**config.mk**
```make
export PLATFORM = sky130hd
export DESIGN_NAME = escape_time_fractal_pixel_top
export DESIGN_NICKNAME = d
export VERILOG_FILES = /design/src/design/efp_pkg.sv /design/src/design/escape_time_fractal_pixel_top.sv /design/src/design/efp_regs.sv /design/src/design/efp_dp.sv /design/src/design/efp_seq.sv
export SDC_FILE = /design/constraint.sdc
export NUM_CORES = 2
export LEC_CHECK = 0
export ABC_CLOCK_PERIOD_IN_PS = 29400
export BUFFER_PORTS_ARGS = -buffer_cell sky130_fd_sc_hd__buf_2
export CORE_MARGIN = 2
export CORE_UTILIZATION = 35
export DETAILED_ROUTE_END_ITERATION = 10
export SLEW_MARGIN = 10
export SYNTH_ARGS = -nofsm -noshare
export SYNTH_HDL_FRONTEND = slang
export SYNTH_SLANG_ARGS = --single-unit
```
**constraint.sdc**
```tcl
create_clock -name clk -period 29.4 [get_ports clk]
set_input_delay 5.88 -clock clk [delete_from_list [all_inputs] [get_ports clk]]
set_output_delay 5.88 -clock clk [all_outputs]
set_load 0.005 [all_outputs]
```
**src/design/efp_pkg.sv**
```systemverilog
// shared types for the escape-time fractal pixel engine
package efp_pkg;

	// register port address width (seven 32-bit registers)
	localparam int CFG_AW = 5;

	localparam logic [1:0] KIND_JULIA  = 2'd1;
	localparam logic [1:0] KIND_LAMBDA = 2'd2;

	typedef enum logic [2:0] {
		REG_KIND,
		REG_X_START,
		REG_Y_START,
		REG_X_STEP,
		REG_Y_STEP,
		REG_C_RE,
		REG_C_IM
	} reg_idx_t;

	typedef struct packed {
		logic [1:0]         kind;
		logic signed [31:0] x_start;
		logic signed [31:0] y_start;
		logic [30:0]        x_step;
		logic [30:0]        y_step;
		logic signed [31:0] c_re;
		logic signed [31:0] c_im;
	} cfg_t;

	// multiplier operand sources
	typedef enum logic [3:0] {
		OPND_COL,
		OPND_ROW,
		OPND_XSTEP,
		OPND_YSTEP,
		OPND_X,
		OPND_Y,
		OPND_XX,
		OPND_YY,
		OPND_XY,
		OPND_CRE,
		OPND_CIM
	} opnd_t;

	// where a finished product goes
	typedef enum logic [2:0] {
		DST_NONE,
		DST_X0,
		DST_Y0,
		DST_XX,
		DST_YY,
		DST_XY,
		DST_ACCX,
		DST_ACCY
	} dst_t;

	// accumulate operation on a scaled product
	typedef enum logic [2:0] {
		AOP_LD,
		AOP_ADD,
		AOP_SUB,
		AOP_ADD2,
		AOP_SUB2
	} aop_t;

	typedef struct packed {
		logic  ld;
		opnd_t opa;
		opnd_t opb;
		dst_t  dst;
		aop_t  aop;
		logic  upd_quad;
		logic  upd_lam;
	} ctl_t;

	typedef struct packed {
		logic esc;
	} sts_t;

	typedef enum logic [2:0] {
		S_IDLE,
		S_MAP,
		S_SQ,
		S_CALC,
		S_LAM,
		S_HOLD
	} state_t;

endpackage

```
**src/design/escape_time_fractal_pixel_top.sv**
```systemverilog
// escape-time fractal pixel engine, one shared 33x33 multiplier under a step sequencer
// steps run per word: 1 .. MAX_ITER+1, with 3 products per step plus 10 more for lambda
// throughput: one word at a time, the next is accepted once the result sits in the output register
// reset: registers return to their defaults, sequencer idles, no result pending
module escape_time_fractal_pixel_top #(
	parameter int MAX_ITER = 155
) (
	input  logic                       clk,
	input  logic                       arst_n,
	input  logic                       psel,
	input  logic                       penable,
	input  logic                       pwrite,
	input  logic [efp_pkg::CFG_AW-1:0] paddr,
	input  logic [31:0]                pwdata,
	output logic [31:0]                prdata,
	output logic                       pready,
	input  logic                       in_valid,
	output logic                       in_ready,
	input  logic [9:0]                 col,
	input  logic [9:0]                 row,
	output logic                       out_valid,
	input  logic                       out_ready,
	output logic [23:0]                pixel_color,
	output logic [7:0]                 step_count,
	output logic                       escaped
);

	efp_pkg::cfg_t cfg;
	efp_pkg::ctl_t ctl;
	efp_pkg::sts_t sts;

	efp_regs u_regs (
		.clk     (clk),
		.arst_n  (arst_n),
		.psel    (psel),
		.penable (penable),
		.pwrite  (pwrite),
		.paddr   (paddr),
		.pwdata  (pwdata),
		.prdata  (prdata),
		.pready  (pready),
		.cfg     (cfg)
	);

	efp_dp u_dp (
		.clk    (clk),
		.arst_n (arst_n),
		.cfg    (cfg),
		.col    (col),
		.row    (row),
		.ctl    (ctl),
		.sts    (sts)
	);

	efp_seq #(
		.MAX_ITER (MAX_ITER)
	) u_seq (
		.clk         (clk),
		.arst_n      (arst_n),
		.kind        (cfg.kind),
		.in_valid    (in_valid),
		.in_ready    (in_ready),
		.out_valid   (out_valid),
		.out_ready   (out_ready),
		.pixel_color (pixel_color),
		.step_count  (step_count),
		.escaped     (escaped),
		.ctl         (ctl),
		.sts         (sts)
	);

endmodule

```
**src/design/efp_regs.sv**
```systemverilog
// configuration register file behind the apb-style port
module efp_regs (
	input  logic                        clk,
	input  logic                        arst_n,
	input  logic                        psel,
	input  logic                        penable,
	input  logic                        pwrite,
	input  logic [efp_pkg::CFG_AW-1:0]  paddr,
	input  logic [31:0]                 pwdata,
	output logic [31:0]                 prdata,
	output logic                        pready,
	output efp_pkg::cfg_t               cfg
);

	localparam logic signed [31:0] RST_X_START = -32'sd41943040;
	localparam logic signed [31:0] RST_Y_START = 32'sd25165824;
	localparam logic [30:0]        RST_X_STEP  = 31'd65536;
	localparam logic [30:0]        RST_Y_STEP  = 31'd49152;
	localparam logic signed [31:0] RST_C_RE    = 32'sd5033165;
	localparam logic signed [31:0] RST_C_IM    = 32'sd10066330;

	efp_pkg::cfg_t     cfg_q;
	efp_pkg::reg_idx_t idx;
	logic              wr_en;

	assign idx    = efp_pkg::reg_idx_t'(paddr[efp_pkg::CFG_AW-1:2]);
	assign wr_en  = psel & penable & pwrite;
	assign pready = 1'b1;
	assign cfg    = cfg_q;

	always_ff @(posedge clk or negedge arst_n) begin
		if (!arst_n) begin
			cfg_q.kind    <= 2'd0;
			cfg_q.x_start <= RST_X_START;
			cfg_q.y_start <= RST_Y_START;
			cfg_q.x_step  <= RST_X_STEP;
			cfg_q.y_step  <= RST_Y_STEP;
			cfg_q.c_re    <= RST_C_RE;
			cfg_q.c_im    <= RST_C_IM;
		end else if (wr_en) begin
			unique case (idx)
				efp_pkg::REG_KIND:    cfg_q.kind    <= pwdata[1:0];
				efp_pkg::REG_X_START: cfg_q.x_start <= pwdata;
				efp_pkg::REG_Y_START: cfg_q.y_start <= pwdata;
				efp_pkg::REG_X_STEP:  cfg_q.x_step  <= pwdata[30:0];
				efp_pkg::REG_Y_STEP:  cfg_q.y_step  <= pwdata[30:0];
				efp_pkg::REG_C_RE:    cfg_q.c_re    <= pwdata;
				efp_pkg::REG_C_IM:    cfg_q.c_im    <= pwdata;
				default: ;
			endcase
		end
	end

	always_comb begin
		unique case (idx)
			efp_pkg::REG_KIND:    prdata = {30'd0, cfg_q.kind};
			efp_pkg::REG_X_START: prdata = cfg_q.x_start;
			efp_pkg::REG_Y_START: prdata = cfg_q.y_start;
			efp_pkg::REG_X_STEP:  prdata = {1'b0, cfg_q.x_step};
			efp_pkg::REG_Y_STEP:  prdata = {1'b0, cfg_q.y_step};
			efp_pkg::REG_C_RE:    prdata = cfg_q.c_re;
			efp_pkg::REG_C_IM:    prdata = cfg_q.c_im;
			default:              prdata = 32'd0;
		endcase
	end

endmodule

```
**src/design/efp_dp.sv**
```systemverilog
// shared multiplier, saturating accumulators and iterate registers
module efp_dp (
	input  logic          clk,
	input  logic          arst_n,
	input  efp_pkg::cfg_t cfg,
	input  logic [9:0]    col,
	input  logic [9:0]    row,
	input  efp_pkg::ctl_t ctl,
	output efp_pkg::sts_t sts
);

	localparam int          Q_FRAC     = 24;
	localparam logic [63:0] LIM_QUAD   = 64'd1 << 50;
	localparam logic [63:0] LIM_LAMBDA = 64'd1 << 52;

	logic [9:0]         col_q, row_q;
	logic signed [31:0] x_q, y_q, x0_q, y0_q;
	logic signed [31:0] xx_q, yy_q, xy_q;
	logic signed [31:0] accx_q, accy_q;
	logic [63:0]        sqx_q;
	logic               esc_q;

	logic signed [63:0] p_s1;
	efp_pkg::dst_t      dst_s1;
	efp_pkg::aop_t      aop_s1;

	logic signed [32:0] mul_a, mul_b;
	logic signed [65:0] prod;
	logic signed [31:0] term, term_sel, acc_base, acc_res;
	logic signed [31:0] cr, ci, quad_x, quad_y;
	logic [63:0]        mag, limit;

	function automatic logic signed [63:0] sx(input logic signed [31:0] v);
		return {{32{v[31]}}, v};
	endfunction

	function automatic logic signed [31:0] sat32(input logic signed [63:0] v);
		if (v > 64'sd2147483647)
			return 32'sh7fffffff;
		else if (v < -64'sd2147483648)
			return 32'sh80000000;
		else
			return v[31:0];
	endfunction

	function automatic logic signed [32:0] opnd(input efp_pkg::opnd_t sel);
		case (sel)
			efp_pkg::OPND_COL:   return {23'd0, col_q};
			efp_pkg::OPND_ROW:   return {23'd0, row_q};
			efp_pkg::OPND_XSTEP: return {2'b00, cfg.x_step};
			efp_pkg::OPND_YSTEP: return {2'b00, cfg.y_step};
			efp_pkg::OPND_X:     return {x_q[31], x_q};
			efp_pkg::OPND_Y:     return {y_q[31], y_q};
			efp_pkg::OPND_XX:    return {xx_q[31], xx_q};
			efp_pkg::OPND_YY:    return {yy_q[31], yy_q};
			efp_pkg::OPND_XY:    return {xy_q[31], xy_q};
			efp_pkg::OPND_CRE:   return {cfg.c_re[31], cfg.c_re};
			efp_pkg::OPND_CIM:   return {cfg.c_im[31], cfg.c_im};
			default:             return 33'sd0;
		endcase
	endfunction

	always_comb begin
		mul_a = opnd(ctl.opa);
		mul_b = opnd(ctl.opb);
	end

	assign prod  = mul_a * mul_b;

	// product scaled back to q8.24, floor rounding
	assign term = sat32(p_s1 >>> Q_FRAC);

	always_comb begin
		if (aop_s1 == efp_pkg::AOP_ADD2 || aop_s1 == efp_pkg::AOP_SUB2)
			term_sel = sat32(sx(term) + sx(term));
		else
			term_sel = term;
		acc_base = (dst_s1 == efp_pkg::DST_ACCY) ? accy_q : accx_q;
		case (aop_s1)
			efp_pkg::AOP_LD:   acc_res = term_sel;
			efp_pkg::AOP_ADD,
			efp_pkg::AOP_ADD2: acc_res = sat32(sx(acc_base) + sx(term_sel));
			default:           acc_res = sat32(sx(acc_base) - sx(term_sel));
		endcase
	end

	// quadratic map update, kind three falls back to mandelbrot
	always_comb begin
		cr     = (cfg.kind == efp_pkg::KIND_JULIA) ? cfg.c_re : x0_q;
		ci     = (cfg.kind == efp_pkg::KIND_JULIA) ? cfg.c_im : y0_q;
		quad_x = sat32(sx(sat32(sx(xx_q) - sx(yy_q))) + sx(cr));
		quad_y = sat32(sx(sat32(sx(xy_q) + sx(xy_q))) + sx(ci));
	end

	// exact squared magnitude, both squares non-negative
	assign mag   = sqx_q + $unsigned(p_s1);
	assign limit = (cfg.kind == efp_pkg::KIND_LAMBDA) ? LIM_LAMBDA : LIM_QUAD;

	always_ff @(posedge clk or negedge arst_n) begin
		if (!arst_n)
			dst_s1 <= efp_pkg::DST_NONE;
		else
			dst_s1 <= ctl.dst;
	end

	always_ff @(posedge clk) begin
		p_s1   <= prod[63:0];
		aop_s1 <= ctl.aop;
		if (ctl.ld) begin
			col_q <= col;
			row_q <= row;
		end
		case (dst_s1)
			efp_pkg::DST_NONE: ;
			efp_pkg::DST_X0: begin
				x0_q <= sat32(sx(cfg.x_start) + p_s1);
				x_q  <= sat32(sx(cfg.x_start) + p_s1);
			end
			efp_pkg::DST_Y0: begin
				y0_q <= sat32(sx(cfg.y_start) - p_s1);
				y_q  <= sat32(sx(cfg.y_start) - p_s1);
			end
			efp_pkg::DST_XX: begin
				xx_q  <= term;
				sqx_q <= $unsigned(p_s1);
			end
			efp_pkg::DST_YY: begin
				yy_q  <= term;
				esc_q <= (mag >= limit);
			end
			efp_pkg::DST_XY:   xy_q   <= term;
			efp_pkg::DST_ACCX: accx_q <= acc_res;
			efp_pkg::DST_ACCY: accy_q <= acc_res;
		endcase
		if (ctl.upd_quad) begin
			x_q <= quad_x;
			y_q <= quad_y;
		end
		if (ctl.upd_lam) begin
			x_q <= accx_q;
			y_q <= accy_q;
		end
	end

	assign sts.esc = esc_q;

endmodule

```
**src/design/efp_seq.sv**
```systemverilog
// sequencer: step program for the shared multiplier, step count and result word
module efp_seq #(
	parameter int MAX_ITER = 155
) (
	input  logic          clk,
	input  logic          arst_n,
	input  logic [1:0]    kind,
	input  logic          in_valid,
	output logic          in_ready,
	output logic          out_valid,
	input  logic          out_ready,
	output logic [23:0]   pixel_color,
	output logic [7:0]    step_count,
	output logic          escaped,
	output efp_pkg::ctl_t ctl,
	input  efp_pkg::sts_t sts
);

	localparam logic [7:0] CNT_LAST = 8'(MAX_ITER + 1);
	localparam logic [3:0] MAP_LAST = 4'd1;
	localparam logic [3:0] SQ_LAST  = 4'd3;
	localparam logic [3:0] LAM_LAST = 4'd11;

	efp_pkg::state_t state_q, state_d;
	logic [3:0]      step_q, step_d;
	logic [7:0]      cnt_q;
	logic            out_valid_q;
	logic [23:0]     pixel_color_q;
	logic [7:0]      step_count_q;
	logic            escaped_q;

	logic lambda, done, free, load_out, cnt_inc;

	assign lambda = (kind == efp_pkg::KIND_LAMBDA);
	// the magnitude of the start point is never tested
	assign done   = (cnt_q != 8'd0) && (sts.esc || cnt_q == CNT_LAST);
	assign free   = !out_valid_q || out_ready;

	always_comb begin
		state_d = state_q;
		step_d  = step_q;
		unique case (state_q)
			efp_pkg::S_IDLE: begin
				if (in_valid) begin
					state_d = efp_pkg::S_MAP;
					step_d  = 4'd0;
				end
			end
			efp_pkg::S_MAP: begin
				if (step_q == MAP_LAST) begin
					state_d = efp_pkg::S_SQ;
					step_d  = 4'd0;
				end else
					step_d = step_q + 4'd1;
			end
			efp_pkg::S_SQ: begin
				if (step_q == SQ_LAST) begin
					step_d = 4'd0;
					if (done)
						state_d = free ? efp_pkg::S_IDLE : efp_pkg::S_HOLD;
					else
						state_d = lambda ? efp_pkg::S_LAM : efp_pkg::S_CALC;
				end else
					step_d = step_q + 4'd1;
			end
			efp_pkg::S_CALC: begin
				state_d = efp_pkg::S_SQ;
				step_d  = 4'd0;
			end
			efp_pkg::S_LAM: begin
				if (step_q == LAM_LAST) begin
					state_d = efp_pkg::S_SQ;
					step_d  = 4'd0;
				end else
					step_d = step_q + 4'd1;
			end
			efp_pkg::S_HOLD: begin
				if (free)
					state_d = efp_pkg::S_IDLE;
			end
			default: state_d = efp_pkg::S_IDLE;
		endcase
	end

	always_comb begin
		in_ready     = (state_q == efp_pkg::S_IDLE);
		ctl.ld       = in_valid && (state_q == efp_pkg::S_IDLE);
		ctl.opa      = efp_pkg::OPND_X;
		ctl.opb      = efp_pkg::OPND_X;
		ctl.dst      = efp_pkg::DST_NONE;
		ctl.aop      = efp_pkg::AOP_LD;
		ctl.upd_quad = 1'b0;
		ctl.upd_lam  = 1'b0;
		load_out     = 1'b0;
		cnt_inc      = 1'b0;
		unique case (state_q)
			efp_pkg::S_IDLE: ;
			efp_pkg::S_MAP: begin
				// start point: offsets col*x_step and row*y_step
				if (step_q == 4'd0) begin
					ctl.opa = efp_pkg::OPND_COL;
					ctl.opb = efp_pkg::OPND_XSTEP;
					ctl.dst = efp_pkg::DST_X0;
				end else begin
					ctl.opa = efp_pkg::OPND_ROW;
					ctl.opb = efp_pkg::OPND_YSTEP;
					ctl.dst = efp_pkg::DST_Y0;
				end
			end
			efp_pkg::S_SQ: begin
				case (step_q)
					4'd0: begin
						ctl.opa = efp_pkg::OPND_X;
						ctl.opb = efp_pkg::OPND_X;
						ctl.dst = efp_pkg::DST_XX;
					end
					4'd1: begin
						ctl.opa = efp_pkg::OPND_Y;
						ctl.opb = efp_pkg::OPND_Y;
						ctl.dst = efp_pkg::DST_YY;
					end
					4'd2: begin
						ctl.opa = efp_pkg::OPND_X;
						ctl.opb = efp_pkg::OPND_Y;
						ctl.dst = efp_pkg::DST_XY;
					end
					default: load_out = done && free;
				endcase
			end
			efp_pkg::S_CALC: begin
				ctl.upd_quad = 1'b1;
				cnt_inc      = 1'b1;
			end
			efp_pkg::S_LAM: begin
				// c*z*(1-z): real part into accx, imaginary part into accy
				case (step_q)
					4'd0: begin
						ctl.opa = efp_pkg::OPND_CRE; ctl.opb = efp_pkg::OPND_X;
						ctl.dst = efp_pkg::DST_ACCX; ctl.aop = efp_pkg::AOP_LD;
					end
					4'd1: begin
						ctl.opa = efp_pkg::OPND_CRE; ctl.opb = efp_pkg::OPND_XX;
						ctl.dst = efp_pkg::DST_ACCX; ctl.aop = efp_pkg::AOP_SUB;
					end
					4'd2: begin
						ctl.opa = efp_pkg::OPND_CRE; ctl.opb = efp_pkg::OPND_YY;
						ctl.dst = efp_pkg::DST_ACCX; ctl.aop = efp_pkg::AOP_ADD;
					end
					4'd3: begin
						ctl.opa = efp_pkg::OPND_CIM; ctl.opb = efp_pkg::OPND_Y;
						ctl.dst = efp_pkg::DST_ACCX; ctl.aop = efp_pkg::AOP_SUB;
					end
					4'd4: begin
						ctl.opa = efp_pkg::OPND_CIM; ctl.opb = efp_pkg::OPND_XY;
						ctl.dst = efp_pkg::DST_ACCX; ctl.aop = efp_pkg::AOP_ADD2;
					end
					4'd5: begin
						ctl.opa = efp_pkg::OPND_CRE; ctl.opb = efp_pkg::OPND_Y;
						ctl.dst = efp_pkg::DST_ACCY; ctl.aop = efp_pkg::AOP_LD;
					end
					4'd6: begin
						ctl.opa = efp_pkg::OPND_CIM; ctl.opb = efp_pkg::OPND_X;
						ctl.dst = efp_pkg::DST_ACCY; ctl.aop = efp_pkg::AOP_ADD;
					end
					4'd7: begin
						ctl.opa = efp_pkg::OPND_CIM; ctl.opb = efp_pkg::OPND_XX;
						ctl.dst = efp_pkg::DST_ACCY; ctl.aop = efp_pkg::AOP_SUB;
					end
					4'd8: begin
						ctl.opa = efp_pkg::OPND_CIM; ctl.opb = efp_pkg::OPND_YY;
						ctl.dst = efp_pkg::DST_ACCY; ctl.aop = efp_pkg::AOP_ADD;
					end
					4'd9: begin
						ctl.opa = efp_pkg::OPND_CRE; ctl.opb = efp_pkg::OPND_XY;
						ctl.dst = efp_pkg::DST_ACCY; ctl.aop = efp_pkg::AOP_SUB2;
					end
					4'd11: begin
						ctl.upd_lam = 1'b1;
						cnt_inc     = 1'b1;
					end
					default: ;
				endcase
			end
			efp_pkg::S_HOLD: load_out = free;
			default: ;
		endcase
	end

	always_ff @(posedge clk or negedge arst_n) begin
		if (!arst_n) begin
			state_q     <= efp_pkg::S_IDLE;
			step_q      <= 4'd0;
			cnt_q       <= 8'd0;
			out_valid_q <= 1'b0;
		end else begin
			state_q <= state_d;
			step_q  <= step_d;
			if (ctl.ld)
				cnt_q <= 8'd0;
			else if (cnt_inc)
				cnt_q <= cnt_q + 8'd1;
			if (load_out)
				out_valid_q <= 1'b1;
			else if (out_ready)
				out_valid_q <= 1'b0;
		end
	end

	always_ff @(posedge clk) begin
		if (load_out) begin
			pixel_color_q <= sts.esc ? {cnt_q, cnt_q, cnt_q} : 24'd0;
			step_count_q  <= cnt_q;
			escaped_q     <= sts.esc;
		end
	end

	assign out_valid   = out_valid_q;
	assign pixel_color = pixel_color_q;
	assign step_count  = step_count_q;
	assign escaped     = escaped_q;

endmodule

```
# Word level (Yosys, flattened, before mapping)
# Cells that the tools add are included.
[classes] addsub=12 n_mul=1 n_lt_le_gt_ge=21 n_eq_ne=59 muxes=63 bitwise=2 n_reduce_logical=30
[op_table] op="two-way mux 32 bit" n=30
[op_table] op="one-hot mux 33 bit (11 select lines)" n=2
[op_table] op="greater-than comparator 64 x 32 -> 1 bit, second input constant" n=9
[op_table] op="< comparator 64 x 32 -> 1 bit, second input constant" n=9
[op_table] op="one-hot mux 32 bit (7 select lines)" n=1
[op_table] op="adder 32 x 32 -> 33 bit" n=5
[op_table] op="one-hot mux 14 bit (10 select lines)" n=1
[op_table] op="subtractor 32 x 32 -> 33 bit" n=2
[op_table] op="adder 32 x 64 -> 64 bit" n=1
[op_table] op="adder 64 bit" n=1
[op_table] op=">= comparator 64 bit" n=1
[op_table] op="multiplier 33 x 33 -> 64 bit" n=1
[op_table] op="one-hot mux 32 bit (2 select lines)" n=1
[op_table] op="subtractor 32 x 64 -> 64 bit" n=1
[op_table] op="two-way mux 53 bit" n=1
[op_table] op="== test 4 x 3 -> 1 bit, second input constant" n=12
[op_table] op="greater-than comparator 40 x 32 -> 1 bit, second input constant" n=1
[op_table] op="< comparator 40 x 32 -> 1 bit, second input constant" n=1
[op_table] op="== test 4 bit, second input constant" n=9
[op_table] op="one-hot mux 11 bit (3 select lines)" n=1
[op_table] op="== test 3 bit, second input constant" n=10
[op_table] op="== test 4 x 2 -> 1 bit, second input constant" n=6
[op_table] op="two-way mux 3 bit" n=8
[op_table] op="two-way mux 8 bit" n=3
[op_table] op="30 further kinds" n=71
[word_totals] regBits=684 output_inout_bits=68 wordCells=218

# Longest topological paths before layout
[depth] word_depth=13 depth_mapped=46 ltp_nobuf=42

# Cells and area by module
# Synthesis repeated with hierarchy kept, for this count alone.
[unflattened] hier_cells=9825 hier_area_um2=89193.0
[modules_own_cells] module="efp_dp" instances=1 cells_per_inst=8957 area_per_inst_um2=78201.3
[modules_own_cells] module="efp_regs" instances=1 cells_per_inst=624 area_per_inst_um2=8787.2
[modules_own_cells] module="efp_seq" instances=1 cells_per_inst=244 area_per_inst_um2=2204.6

# Least setup slack after synthesis
# No wires, ideal clock.
[synth_timing] path_kind="input port to output port" start="input port paddr[2] in the netlist's numbering" end="output port prdata[15]" t_arrival_ps=7161 slack_ps=16359 stages=6 path_cell_list="clkbuf_1 > nor2b_1 > nor2b_1 > clkbuf_1 > a22oi_1 > nand3_1"
[synth_via] elab_chain_cells=2
[synth_lines] element="start, declared" line_no="escape_time_fractal_pixel_top.sv:13" rtl="input logic [efp_pkg::CFG_AW-1:0] paddr,"
[synth_lines] element="== test 3 bit, or another cell as far along" line_no="efp_regs.sv:55" rtl="unique case (idx)"
[synth_lines] element="one-hot mux 32 bit (7 select lines) *" line_no="efp_regs.sv:55"
[synth_lines] element="end, declared" line_no="escape_time_fractal_pixel_top.sv:15" rtl="output logic [31:0] prdata,"
# Every way passes the cells marked *; elsewhere a longest branch is shown, timed or not.

# Worst setup path after layout
[layout_timing] start="register u_seq.step_q[0]" end="register u_dp.p_s1[63]"
[layout_via] elab_chain_cells=6
[layout_lines] element="start, declared" line_no="efp_seq.sv:25" rtl="logic [3:0] step_q, step_d;"
[layout_lines] element="start signal, assigned" line_no="efp_seq.sv:197" rtl="step_q <= step_d;"
[layout_lines] element="== test 4 bit, or another cell as far along" line_no="efp_seq.sv:136" rtl="case (step_q)"
[layout_lines] element="one-hot mux 14 bit (10 select lines), or another cell as far along" line_no="efp_seq.sv:136"
[layout_lines] element="one-hot mux 11 bit (3 select lines) *" line_no="efp_seq.sv:96" rtl="unique case (state_q)"
[layout_lines] element="== test 4 bit, or another cell as far along" line_no="efp_dp.sv:47" rtl="case (sel)"
[layout_lines] element="one-hot mux 33 bit (11 select lines)" line_no="efp_dp.sv:47"
[layout_lines] element="multiplier 33 x 33 -> 64 bit *" line_no="efp_dp.sv:68" rtl="assign prod = mul_a * mul_b;"
[layout_lines] element="named net u_dp.prod[63]" line_no="efp_dp.sv:28" rtl="logic signed [65:0] prod;"
[layout_lines] element="end signal, assigned" line_no="efp_dp.sv:107" rtl="p_s1 <= prod[63:0];"
[layout_lines] element="end, declared" line_no="efp_dp.sv:23" rtl="logic signed [63:0] p_s1;"
# The timed path passes the listed nets; every way through them passes the cells marked *.
# A chain may end at the register's enable or synchronous reset.

==> out/results.tsv <==
metric	value	unit
run status	complete, no violations	
Mapped Area	86800	um^2
nets	11200	
worst flop-to-flop path startpoint	u_seq.step_q[0]$_DFFE_PN0P_	
Area Overhead vs Synth	8.57	%
Multi-input gate area	61600	um^2
# resized after CTS	0	
MaxCap Viol Count	0	
slowest CP cell	o21ai_0	
via/cell ratio	5.70	
Final Skew	52.2	ps
Gate Count Post-Synth	9576	
clk sinks	668	
Clock Tree Buf Depth	3	
measured slew at the worst slew-check pin	1270	ps
wire per inst	25.8	um
first-pass GRT wire length	490	mm
Synth async-reset ratio	31.6	%
R2R setup slack	14940	ps
Final Util	38.3	%
Initial DRT Pass Iterations	9	
WS Path Type	reg -> reg	
Crit Path Max Fanout	37	
via count	73200	
DP Area	91600	um^2
share of layout cells above drive strength 1	9.28	%
postcts setup bufs	0	
final routed DRC violation total	0	
Post-synth top flop	edfxtp_1	
Detailed Route WL	332	mm
Core Area	246000	um^2
initial DRC count	7759	
die area	252000	um^2
vias in the first global route	74200	
largest net degree at the start of global routing	80	
warnings from Yosys	0	
Tmin final	14460	ps
crit start category	flip-flop	
syn avg cell area	9.07	um^2
initial antenna violation count	34	
Post-synth EDFFs	390	
Max Slew Vio Count	0	
Synth cell types	95	
crit share post-route	49.2	%
CTS tree	yes	
cell area after layout	94300	um^2
gpl congestion	0.988	
post-detail-place hpwl	259	mm
site row count	182	
Arr. time, crit path	15090	ps
Finish-stage setup viols	0	
Register Area	18400	um^2
GRT Residual Overflow	0	
post-route antenna net violation count	0	
H-tree Lvls	3	
Seq cells post-synth	668	
Starting Density	35.2	%
GRT Total Usage	26.2	%
Critical Path Max Stage Delay	1110	ps
clk_lat worst skew	730	ps
worst path required time	30040	ps
total CTS buffers	80	
Setup TNS	0	ps
final hold viol count	0	
CTS Root Cell	clkbuf_16	
I/O pins	132	
Post-Syn Nets	11300	
Setup WS pre-CTS	15230	ps
Seq/Total Area, Yosys	21.2	%
PnR worst setup slack	14940	ps
min-delay src	u_regs.cfg[108]$_DFFE_PN0P_	
number of fill cells	24800	
Worst Hold Endpoint	u_regs.cfg[108]$_DFFE_PN0P_	
Max-Slew Margin vs Limit	13.1	%
fmax	69.2	MHz
Hold Crit Depth	1	
CTS Hold Bufs	0	
die width	502	um
type of the worst min-delay path	reg -> reg	
FF-to-FF path depth	41	
CTS clk-pin slew, worst paths	60	ps
Critical Path End Type	flip-flop	
Buffers on Ports	128	
RSZ-0062 raised after global routing	false	
Die Y	502	um
reg-to-reg endpoint	u_dp.p_s1[63]$_DFF_P_	
-- layer usage --
| layer | share of wire [%] | track usage [%] | up-vias |
|---|---|---|---|
| met5 | 0.023 | 0 | - |
| met4 | 6.4 | 14.0 | 12 |
| met3 | 9.7 | 6.02 | 813 |
| li1 | - | - | 31700 |
| met2 | 44 | 39.9 | 3623 |
| met1 | 40 | 34.5 | 37100 |
-- registers in the layout, summed over array words and instances (netlist names), 4 cells and up --
signal and cells:
u_dp.xy_q 32, u_seq.step_count 8, u_dp.yy_q 32, u_dp.p_s1 64
u_dp.row_q 10, u_dp.sqx_q 64, u_dp.y0_q 32, u_dp.xx_q 32
u_dp.col_q 10, u_dp.y_q 32, u_seq.pixel_color 8, u_dp.x0_q 32
u_dp.x_q 32, u_dp.accx_q 32, u_regs.cfg 192, u_seq.cnt_q 8
u_dp.accy_q 32, u_seq.step_q 4
-- how the worst max path moves through the flow --
| stage | from | to |
|---|---|---|
| after CTS | u_seq.step_q[0]$_DFFE_PN0P_ | u_dp.p_s1[63]$_DFF_P_ |
| after detailed placement | u_seq.step_q[0]$_DFFE_PN0P_ | u_dp.p_s1[63]$_DFF_P_ |
| after global routing | u_seq.step_q[1]$_DFFE_PN0P_ | u_dp.p_s1[63]$_DFF_P_ |
| after global placement | u_seq.step_q[0]$_DFFE_PN0P_ | u_dp.p_s1[63]$_DFF_P_ |
| final | u_seq.step_q[0]$_DFFE_PN0P_ | u_dp.p_s1[63]$_DFF_P_ |
| after floorplan | paddr[2] | prdata[15] |
-- worst max-delay path, delay by kind of cell (launching register included) --
| kind | cells | cell delay (ps) |
|---|---|---|
| XOR/XNOR | 1 | 160 |
| adder cells (fa/ha/maj) | 10 | 5350 |
| AO/OA/AOI/OAI | 14 | 5240 |
| flip-flops | 1 | 430 |
| buffers and inverters | 10 | 1640 |
| AND/OR/NAND/NOR | 6 | 1450 |
-- layout make-up --
cell class / count / share of cell area [%]
Multi-Input combinational cell: 6928 / 65.3
Sequential cell: 668 / 19.5
Inverter: 1502 / 5.98
Tap cell: 3312 / 4.39
Clock buffer: 116 / 2.44
Timing Repair Buffer: 291 / 1.99
Clock inverter: 34 / 0.387
Antenna cell: 7 / 0.0186
-- synth_stat cells (27+ instances only) --
cell type / instances / area [um^2]
a211o_1: 33 / 289
a211oi_1: 88 / 661
a21o_1: 223 / 1670
a21oi_1: 515 / 2580
a221oi_1: 28 / 245
a222oi_1: 59 / 591
a22oi_1: 108 / 811
a31oi_1: 44 / 275
and2_1: 95 / 594
and3_1: 43 / 269
clkbuf_1: 427 / 1600
dfrtp_1: 174 / 4350
dfstp_2: 37 / 972
dfxtp_1: 67 / 1340
edfxtp_1: 390 / 11700
fa_1: 1113 / 22300
ha_1: 570 / 7130
inv_1: 1501 / 5630
mux2_2: 288 / 3240
mux2i_1: 72 / 721
nand2_1: 1076 / 4040
nand2b_1: 92 / 576
nand3_1: 122 / 611
nand4_1: 69 / 432
nor2_1: 840 / 3150
nor2b_1: 75 / 469
nor3_1: 77 / 385
nor4_1: 31 / 194
o211ai_1: 53 / 398
o21a_1: 48 / 360
o21ai_0: 270 / 1350
o21bai_1: 76 / 571
o221ai_1: 38 / 333
o22ai_1: 47 / 294
or3_1: 27 / 169
xnor2_1: 244 / 2140
xor2_1: 113 / 990
-- logic make-up after synthesis --
family                   synth area share, %
AO/OA/AOI/OAI                           14.6
XOR/XNOR                                3.60
adder cells (fa/ha/maj)                 33.9
buffers and inverters                   8.66
flip-flops                              21.2
multiplexers                            4.62
other                                0.00432
AND/OR/NAND/NOR                         13.5
-- stage by stage --
step	std cells	hold slack [ps]
global placement	12700	512
global route	12900	556
CTS	12900	537
floorplan	9576	406
finish	12900	539
detailed placement	12700	523
-- placed cells by master (no fill, tap or decap), types with 244 or more instances in the layout --
cell      count
inv_1      1501
fa_1       1113
nand2_1    1074
nor2_1      825
ha_1        570
a21oi_1     512
edfxtp_1    390
mux2_2      288
o21ai_0     267
xnor2_1     244
Power is left out: the tool's default activity adds up to more than one toggle a clock period on the data nets, which glitch-free logic cannot reach.
